File: src/co2q_pkg.sv
package co2q_pkg;

  // input function codes
  localparam logic [1:0] FUNC_START = 2'd0;
  localparam logic [1:0] FUNC_BYTE  = 2'd1;
  localparam logic [1:0] FUNC_TICK  = 2'd2;

  // result kinds
  localparam logic KIND_TX   = 1'b0;
  localparam logic KIND_DONE = 1'b1;

  // reading status codes
  localparam logic [1:0] STATUS_OK      = 2'd0;
  localparam logic [1:0] STATUS_TIMEOUT = 2'd1;
  localparam logic [1:0] STATUS_CSUM    = 2'd2;

  localparam int unsigned FRAME_LEN = 9;
  localparam logic [3:0] FRAME_LAST = 4'(FRAME_LEN - 1);
  localparam logic [3:0] SUM_FIRST  = 4'd1;
  localparam logic [3:0] SUM_LAST   = 4'd7;
  localparam logic [3:0] IDX_HIGH   = 4'd2;
  localparam logic [3:0] IDX_LOW    = 4'd3;

  localparam logic [15:0] TIMEOUT_RESET = 16'd50;

  // finished reading from the reply tracker
  typedef struct packed {
    logic        fire;
    logic [1:0]  status;
    logic [15:0] conc;
  } reply_t;

  // gas concentration read command frame
  function automatic logic [7:0] frame_byte(input logic [3:0] idx);
    logic [7:0] b;
    unique case (idx)
      4'd0:    b = 8'hff;
      4'd1:    b = 8'h01;
      4'd2:    b = 8'h86;
      4'd8:    b = 8'h79;
      default: b = 8'h00;
    endcase
    return b;
  endfunction

endpackage

File: src/co2q_reply.sv
module co2q_reply (
  input  logic                 clk,
  input  logic                 rst,
  input  logic                 fire,
  input  logic [1:0]           func,
  input  logic [7:0]           rx_byte,
  input  logic [15:0]          timeout_ticks,
  output co2q_pkg::reply_t     res
);

  logic        waiting,      waiting_next;
  logic [3:0]  bytes_seen,   bytes_seen_next;
  logic [7:0]  running_sum,  running_sum_next;
  logic [7:0]  value_high,   value_high_next;
  logic [7:0]  value_low,    value_low_next;
  logic [15:0] ticks_waited, ticks_waited_next;

  logic [15:0] limit;
  logic [15:0] ticks_inc;
  logic [7:0]  want;

  always_comb begin
    limit     = (timeout_ticks == 16'd0) ? 16'd1 : timeout_ticks;
    ticks_inc = ticks_waited + 16'd1;
    want      = 8'd0 - running_sum;

    waiting_next      = waiting;
    bytes_seen_next   = bytes_seen;
    running_sum_next  = running_sum;
    value_high_next   = value_high;
    value_low_next    = value_low;
    ticks_waited_next = ticks_waited;
    res               = '0;

    if (fire) begin
      if (func == co2q_pkg::FUNC_START) begin
        waiting_next      = 1'b1;
        bytes_seen_next   = '0;
        running_sum_next  = '0;
        value_high_next   = '0;
        value_low_next    = '0;
        ticks_waited_next = '0;
      end else if (waiting && func == co2q_pkg::FUNC_BYTE) begin
        if (bytes_seen >= co2q_pkg::FRAME_LAST) begin
          // ninth byte: checksum against the sum of bytes 1..7
          res.fire          = 1'b1;
          res.status        = (rx_byte == want) ? co2q_pkg::STATUS_OK : co2q_pkg::STATUS_CSUM;
          res.conc          = (rx_byte == want) ? {value_high, value_low} : 16'd0;
          waiting_next      = 1'b0;
          bytes_seen_next   = '0;
          running_sum_next  = '0;
          value_high_next   = '0;
          value_low_next    = '0;
          ticks_waited_next = '0;
        end else begin
          if (bytes_seen >= co2q_pkg::SUM_FIRST && bytes_seen <= co2q_pkg::SUM_LAST)
            running_sum_next = running_sum + rx_byte;
          if (bytes_seen == co2q_pkg::IDX_HIGH) value_high_next = rx_byte;
          if (bytes_seen == co2q_pkg::IDX_LOW)  value_low_next  = rx_byte;
          bytes_seen_next = bytes_seen + 4'd1;
        end
      end else if (waiting && func == co2q_pkg::FUNC_TICK) begin
        if (ticks_inc >= limit) begin
          res.fire          = 1'b1;
          res.status        = co2q_pkg::STATUS_TIMEOUT;
          waiting_next      = 1'b0;
          bytes_seen_next   = '0;
          running_sum_next  = '0;
          value_high_next   = '0;
          value_low_next    = '0;
          ticks_waited_next = '0;
        end else begin
          ticks_waited_next = ticks_inc;
        end
      end
    end
  end

  always_ff @(posedge clk) begin
    if (rst) begin
      waiting      <= 1'b0;
      bytes_seen   <= '0;
      running_sum  <= '0;
      value_high   <= '0;
      value_low    <= '0;
      ticks_waited <= '0;
    end else begin
      waiting      <= waiting_next;
      bytes_seen   <= bytes_seen_next;
      running_sum  <= running_sum_next;
      value_high   <= value_high_next;
      value_low    <= value_low_next;
      ticks_waited <= ticks_waited_next;
    end
  end

  // idle tracker holds no partial reply
  a_idle_clear: assert property (@(posedge clk) disable iff (rst)
    !waiting |-> (bytes_seen == 4'd0 && ticks_waited == 16'd0 && running_sum == 8'd0))
    else $error("reply state left over while idle");

  a_count_range: assert property (@(posedge clk) disable iff (rst)
    bytes_seen <= co2q_pkg::FRAME_LAST)
    else $error("reply byte count past frame end");

  a_done_idle: assert property (@(posedge clk) disable iff (rst)
    res.fire |=> !waiting)
    else $error("tracker still waiting after finished reading");

endmodule

File: src/co2_sensor_uart_query.sv
// CO2 sensor UART query. A start word sends the nine-byte gas concentration
// read frame (FF 01 86 00 00 00 00 00 79) as nine tx words, the ninth with
// last set, then collects the nine-byte reply from received-byte words. On
// the ninth reply byte one done word reports the concentration (byte2:byte3)
// or a checksum error; tick words count toward timeout_ticks and report a
// short reply when it is reached (zero acts as one). Byte and tick words
// while idle, and func code 3, are dropped with no result. Rate: byte and
// tick words are taken one per cycle, back to back while the output is not
// stalled, through the single output register; a start word holds off the
// input for eight output transfers while the frame sequencer walks the
// command table, and the next word is taken together with the ninth
// transfer. Config writes are always ready.
module co2_sensor_uart_query (
  input  logic        clk,
  input  logic        rst,
  // config: timeout_ticks
  input  logic        cfg_valid,
  output logic        cfg_ready,
  input  logic [15:0] cfg_data,
  // input words
  input  logic        in_valid,
  output logic        in_ready,
  input  logic [1:0]  func,
  input  logic [7:0]  rx_byte,
  // result words
  output logic        out_valid,
  input  logic        out_ready,
  output logic        kind,
  output logic [7:0]  tx_byte,
  output logic        last,
  output logic [1:0]  status,
  output logic [15:0] concentration
);

  logic [15:0]      timeout_ticks;
  logic             sending;     // frame bytes still to be loaded
  logic [3:0]       frame_idx;   // next frame byte to load
  logic             in_fire;
  logic             out_free;
  logic             is_start;
  co2q_pkg::reply_t reply;

  assign cfg_ready = 1'b1;
  assign out_free  = !out_valid || out_ready;
  // input stalls only for a full output slot or a frame in flight
  assign in_ready  = out_free && !sending;
  assign in_fire   = in_valid && in_ready;
  assign is_start  = (func == co2q_pkg::FUNC_START);

  always_ff @(posedge clk) begin
    if (rst) begin
      timeout_ticks <= co2q_pkg::TIMEOUT_RESET;
    end else if (cfg_valid && cfg_ready) begin
      timeout_ticks <= cfg_data;
    end
  end

  co2q_reply u_reply (
    .clk           (clk),
    .rst           (rst),
    .fire          (in_fire),
    .func          (func),
    .rx_byte       (rx_byte),
    .timeout_ticks (timeout_ticks),
    .res           (reply)
  );

  // output register and frame sequencer
  always_ff @(posedge clk) begin
    if (rst) begin
      out_valid <= 1'b0;
      sending   <= 1'b0;
      frame_idx <= '0;
    end else if (in_fire && is_start) begin
      out_valid <= 1'b1;
      sending   <= 1'b1;
      frame_idx <= 4'd1;
    end else if (in_fire && reply.fire) begin
      out_valid <= 1'b1;
    end else if (sending && out_ready) begin
      out_valid <= 1'b1;
      sending   <= (frame_idx != co2q_pkg::FRAME_LAST);
      frame_idx <= frame_idx + 4'd1;
    end else if (out_ready) begin
      out_valid <= 1'b0;
    end
  end

  // payload, no reset needed
  always_ff @(posedge clk) begin
    if (in_fire && is_start) begin
      kind          <= co2q_pkg::KIND_TX;
      tx_byte       <= co2q_pkg::frame_byte(4'd0);
      last          <= 1'b0;
      status        <= co2q_pkg::STATUS_OK;
      concentration <= '0;
    end else if (in_fire && reply.fire) begin
      kind          <= co2q_pkg::KIND_DONE;
      tx_byte       <= '0;
      last          <= 1'b0;
      status        <= reply.status;
      concentration <= reply.conc;
    end else if (sending && out_ready) begin
      kind          <= co2q_pkg::KIND_TX;
      tx_byte       <= co2q_pkg::frame_byte(frame_idx);
      last          <= (frame_idx == co2q_pkg::FRAME_LAST);
      status        <= co2q_pkg::STATUS_OK;
      concentration <= '0;
    end
  end

  a_send_valid: assert property (@(posedge clk) disable iff (rst)
    sending |-> out_valid)
    else $error("frame in flight with empty output slot");

  a_start_head: assert property (@(posedge clk) disable iff (rst)
    (in_fire && is_start) |=> (out_valid && kind == co2q_pkg::KIND_TX && tx_byte == 8'hff))
    else $error("start word did not open frame");

  a_last_tx: assert property (@(posedge clk) disable iff (rst)
    (out_valid && last) |-> (kind == co2q_pkg::KIND_TX && tx_byte == 8'h79 && !sending))
    else $error("last marker on wrong word");

  a_done_clean: assert property (@(posedge clk) disable iff (rst)
    (out_valid && kind == co2q_pkg::KIND_DONE) |-> (tx_byte == 8'd0 && !sending))
    else $error("done word mixed with frame");

endmodule

File: config.mk
export PLATFORM = sky130hd
export DESIGN_NAME = co2_sensor_uart_query
export DESIGN_NICKNAME = d
export VERILOG_FILES = /design/src/co2q_pkg.sv /design/src/co2q_reply.sv /design/src/co2_sensor_uart_query.sv
export SDC_FILE = /design/constraint.sdc
export NUM_CORES = 1
export LEC_CHECK = 0
export ABC_CLOCK_PERIOD_IN_PS = 5990
export BUFFER_PORTS_ARGS = -buffer_cell sky130_fd_sc_hd__buf_2
export CORE_MARGIN = 8
export CORE_UTILIZATION = 50
export DETAILED_ROUTE_END_ITERATION = 10
export PLACE_DENSITY = 0.7
export SLEW_MARGIN = 5
export SYNTH_ARGS = -nofsm -noshare
export SYNTH_HDL_FRONTEND = slang
export SYNTH_SLANG_ARGS = --single-unit
File: constraint.sdc
create_clock -name clk -period 5.99 [get_ports clk]
set_clock_uncertainty 0.05 [all_clocks]
set_input_delay 0.8985 -clock clk [delete_from_list [all_inputs] [get_ports clk]]
set_output_delay 0.8985 -clock clk [all_outputs]
set_load 0.01 [all_outputs]
==> reports/qor.csv <==
stage,metric,value,unit
status,run status,"finished, final reports clean",
timing,total count of hold-check failures in the final report,0,
finish,share of cells above drive strength 1,16.0,%
drt,final routed DRC violation total,0,
logic_synthesis,Ys Warns,0,
logic_synthesis,post-synthesis cell type count,67,
timing,Final Cycle Share,68.6,%
timing,final critical delay including setup and external delays,4.11,ns
floorplanning,ports placed on the boundary,62,
logic_synthesis,Main synth FF type,sky130_fd_sc_hd__dfxtp_1,
clocking,CTS hold repair buffers,0,
drt,routed vias/inst,5.70,
setup_path,capturing instance or port of the critical path,u_reply.running_sum[1]$_SDFFE_PP0P_,
setup_path,startpoint kind of the worst setup timing path,flop,
setup_path,r2r startpoint,u_reply.ticks_waited[0]$_SDFFE_PP0P_,
pwr,power density relative to cell area,212,nW/µm²
timing,unrepaired setup endpoints after global routing,false,
clocking,register clock-pin slew on the reported worst setup and hold paths,0.09,ns
finish,total inserted antenna cells,0,
drt,number of violations reported at the end of detailed-routing iteration 0,301,
setup_path,worst reg2reg path depth,14,
floorplanning,die height,118,µm
clocking,total number of H-tree levels,3,
clocking,library cell used as clock root buffer,sky130_fd_sc_hd__clkbuf_8,
global_route,initial antenna violation count,0,
placed_design,global placement routability congestion,0.821,
setup_path,Critical Path Sink Type,flop,
placed_design,DP Wirelength,8.80,mm
timing,relative slew slack,23.4,%
timing,Setup Total Neg Slack,0,ns
timing,transition time at the pin with the least slew margin,1.15,ns
floorplanning,die width,118,µm
global_route,maximum number of pins on one net before global-route repair,63,
setup_path,depth of the critical timing path with buffers and inverters included,14,
pwr,leakage power total,0.00229,µW
setup_path,category of cells accounting for the largest share of critical-path delay,simple AND/OR/NAND/NOR gates,
setup_path,required time of the worst setup path,6.13,ns
logic_synthesis,syn nets,659,
logic_synthesis,Gate Count Post-Synth,594,
setup_path,category of the critical setup timing path,flop to flop,
setup_path,worst-path maximum fanout,25,
finish,signed area change from the synthesized netlist to the final layout,10.6,%
finish,number of nets at the end of the flow,698,
drt,total detailed-routing wirelength,12.0,mm
logic_synthesis,synthesis-stage register bit count,90,
logic_synthesis,number of enable-type register cells in the synthesized netlist,0,
setup_path,first element of the critical path,u_reply.ticks_waited[0]$_SDFFE_PP0P_,
logic_synthesis,most area-consuming cells after synthesis,"sky130_fd_sc_hd__dfxtp_1 35%, sky130_fd_sc_hd__ha_1 8.0%, sky130_fd_sc_hd__inv_1 4.9%",
logic_synthesis,syn_area_per_cell,8.72,µm²
finish,"most common cell after layout, fill and taps aside",sky130_fd_sc_hd__dfxtp_1,
timing,count of final setup violators,0,
floorplanning,core region area,10200,µm²
timing,achievable frequency,243,MHz
clocking,clock buffer count from CTS,9,
setup_path,max incr delay on CP,0.81,ns
setup_path,CP max-delay cell,sky130_fd_sc_hd__a211oi_4,
clocking,quantity of gates resized following cts,0,
finish,Fillers,935,
finish,"top library cells by usage in the layout, fill and taps aside","90 x sky130_fd_sc_hd__dfxtp_1, 67 x sky130_fd_sc_hd__inv_1, 60 x sky130_fd_sc_hd__buf_2",
setup_path,arrival time of data at the critical path endpoint,4.25,ns
placed_design,number of port buffers,60,
pwr,Final Power,1210,µW
global_route,vias in the first global route,4346,
logic_synthesis,proportion of synthesized flip-flops having asynchronous set or reset,0,%
pwr,Worst IR Drop VDD,127,µV
global_route,GR Util All Layers,17.4,%
min_path,Min-Delay Path Class,flop to flop,
global_route,first-pass GRT wire length,20.4,mm
floorplanning,Die Area,13900,µm²
clocking,Setup Buffers After CTS,0,
logic_synthesis,area fraction of the dominant cell type after synthesis,34.8,%
clocking,Sinks on Clock Net,90,
drt,WL per Instance,15.5,µm
timing,fin. max-slew vios,0,
drt,via count,4410,
clocking,clock network latency to the later pin of the worst-skew pair,0.35,ns
floorplanning,Core Rows,37,
setup_path,setup slack of the worst register-to-register path,1.88,ns
setup_path,worst r2r dst,u_reply.running_sum[1]$_SDFFE_PP0P_,
clocking,maximum clock path buffer count,2,
logic_synthesis,leading area contributor after synthesis,sky130_fd_sc_hd__dfxtp_1,
setup_path,cell-by-cell trace of the critical path,ha_1 -> nand3_1 -> nor3_2 -> nand3_1 -> or2_1 -> xnor2_1 -> ha_1 -> nand2_1 -> o21ai_0 -> a21o_1 -> a211oi_4 -> buf_4 -> or4_1 -> a21oi_1,
floorplanning,Initial Utilization,50.9,%
logic_synthesis,sequential cell area fraction in the yosys report,34.8,%
drt,antenna violation net count after detailed routing,0,
flow_run,number of max-cap violations,0,
drt,number of iterations in the first detailed-routing pass,4,
clocking,clock tree from TritonCTS,yes,
logic_synthesis,post-synthesis cell area,5180,µm²
global_route,global route total overflow,0,
setup_path,Critical path buffers and inverters,1,
worst min-delay path, stage by stage, from the launching register on:
cell	delay, ns
sky130_fd_sc_hd__dfxtp_1	0.31
sky130_fd_sc_hd__inv_1	0.05
sky130_fd_sc_hd__o32ai_2	0.07
per-stage QoR:
step | cell area (µm²) | util [%] | instances | hold WS, ns | worst slack, ns
final | 5730 | 56.3 | 774 | 0.411 | 1.88
after global routing | 5730 | 56.3 | 774 | 0.429 | 1.49
after CTS | 5730 | 56.3 | 774 | 0.417 | 1.90
after detailed placement | 5510 | 54.1 | 758 | 0.396 | 1.93
after global placement | 5510 | 54.1 | 758 | 0.395 | 2.08
after floorplan | 5180 | - | 594 | 0.384 | 2.61
worst min-delay path by stage:
stage / from / end / slack, ns / cells after the start
after floorplan: u_reply.value_low[0]$_SDFFE_PP0P_ / concentration[0]$_SDFFE_PP0P_ / 0.38 / 2
after global placement: tx_byte[0]$_SDFFE_PP1P_ / tx_byte[0]$_SDFFE_PP1P_ / 0.39 / 1
after detailed placement: tx_byte[0]$_SDFFE_PP1P_ / tx_byte[0]$_SDFFE_PP1P_ / 0.40 / 1
after CTS: tx_byte[0]$_SDFFE_PP1P_ / tx_byte[0]$_SDFFE_PP1P_ / 0.42 / 1
after global routing: tx_byte[0]$_SDFFE_PP1P_ / tx_byte[0]$_SDFFE_PP1P_ / 0.43 / 1
final: u_reply.value_high[6]$_SDFFE_PP0P_ / concentration[14]$_SDFFE_PP0P_ / 0.41 / 2
cells by family after synthesis:
group	Yosys count	share of synthesized area [%]
AND/OR/NAND/NOR	173	17.5
AO/OA/AOI/OAI	143	22.1
buffers and inverters	103	8.21
flip-flops	90	34.8
adder cells (fa/ha/maj)	35	8.55
XOR/XNOR	27	4.56
multiplexers	22	4.25
other	1	0.0724
synthesized netlist by cell type, drive strengths merged, types with 14 or more instances:
| master | instances |
|---|---|
| inv | 67 |
| clkbuf | 20 |
| nor3 | 25 |
| nand2 | 44 |
| xnor2 | 20 |
| o211ai | 16 |
| dfxtp | 90 |
| nor2 | 28 |
| mux2i | 22 |
| nand3 | 18 |
| nand4 | 14 |
| ha | 33 |
| buf | 15 |
| a21oi | 31 |
| o21ai | 17 |
| o32ai | 29 |
per-layer routing:
layer	vias to the layer above	wire, µm	track usage (%)
met2	93	5890	29.2
met4	0	225	6.33
met3	18	545	4.22
li1	2218	-	-
met5	-	0	0
met1	2081	5350	21.2
report_power, final:
part	total (µW)	switching (µW)	internal, µW
Clock	460	215	245
Combinational	131	84.0	46.5
Sequential	622	10.3	611
sequential cells by signal (all words and copies together) (netlist names), 4 cells and up:
name                  count
u_reply.ticks_waited     16
frame_idx                 4
u_reply.running_sum       8
u_reply.value_high        8
u_reply.value_low         8
timeout_ticks            16
concentration            16
u_reply.bytes_seen        4
cell type report:
class	count	area [µm²]	area share [%]
multi-input cells	401	2960	51.7
clock buffers	11	141	2.47
clock inverters	5	77.6	1.35
well taps	136	170	2.97
flip-flops and latches	90	1800	31.4
inverters	68	255	4.46
repair buffers	63	323	5.63
No activity file was read; power rests on OpenSTA's default activity.
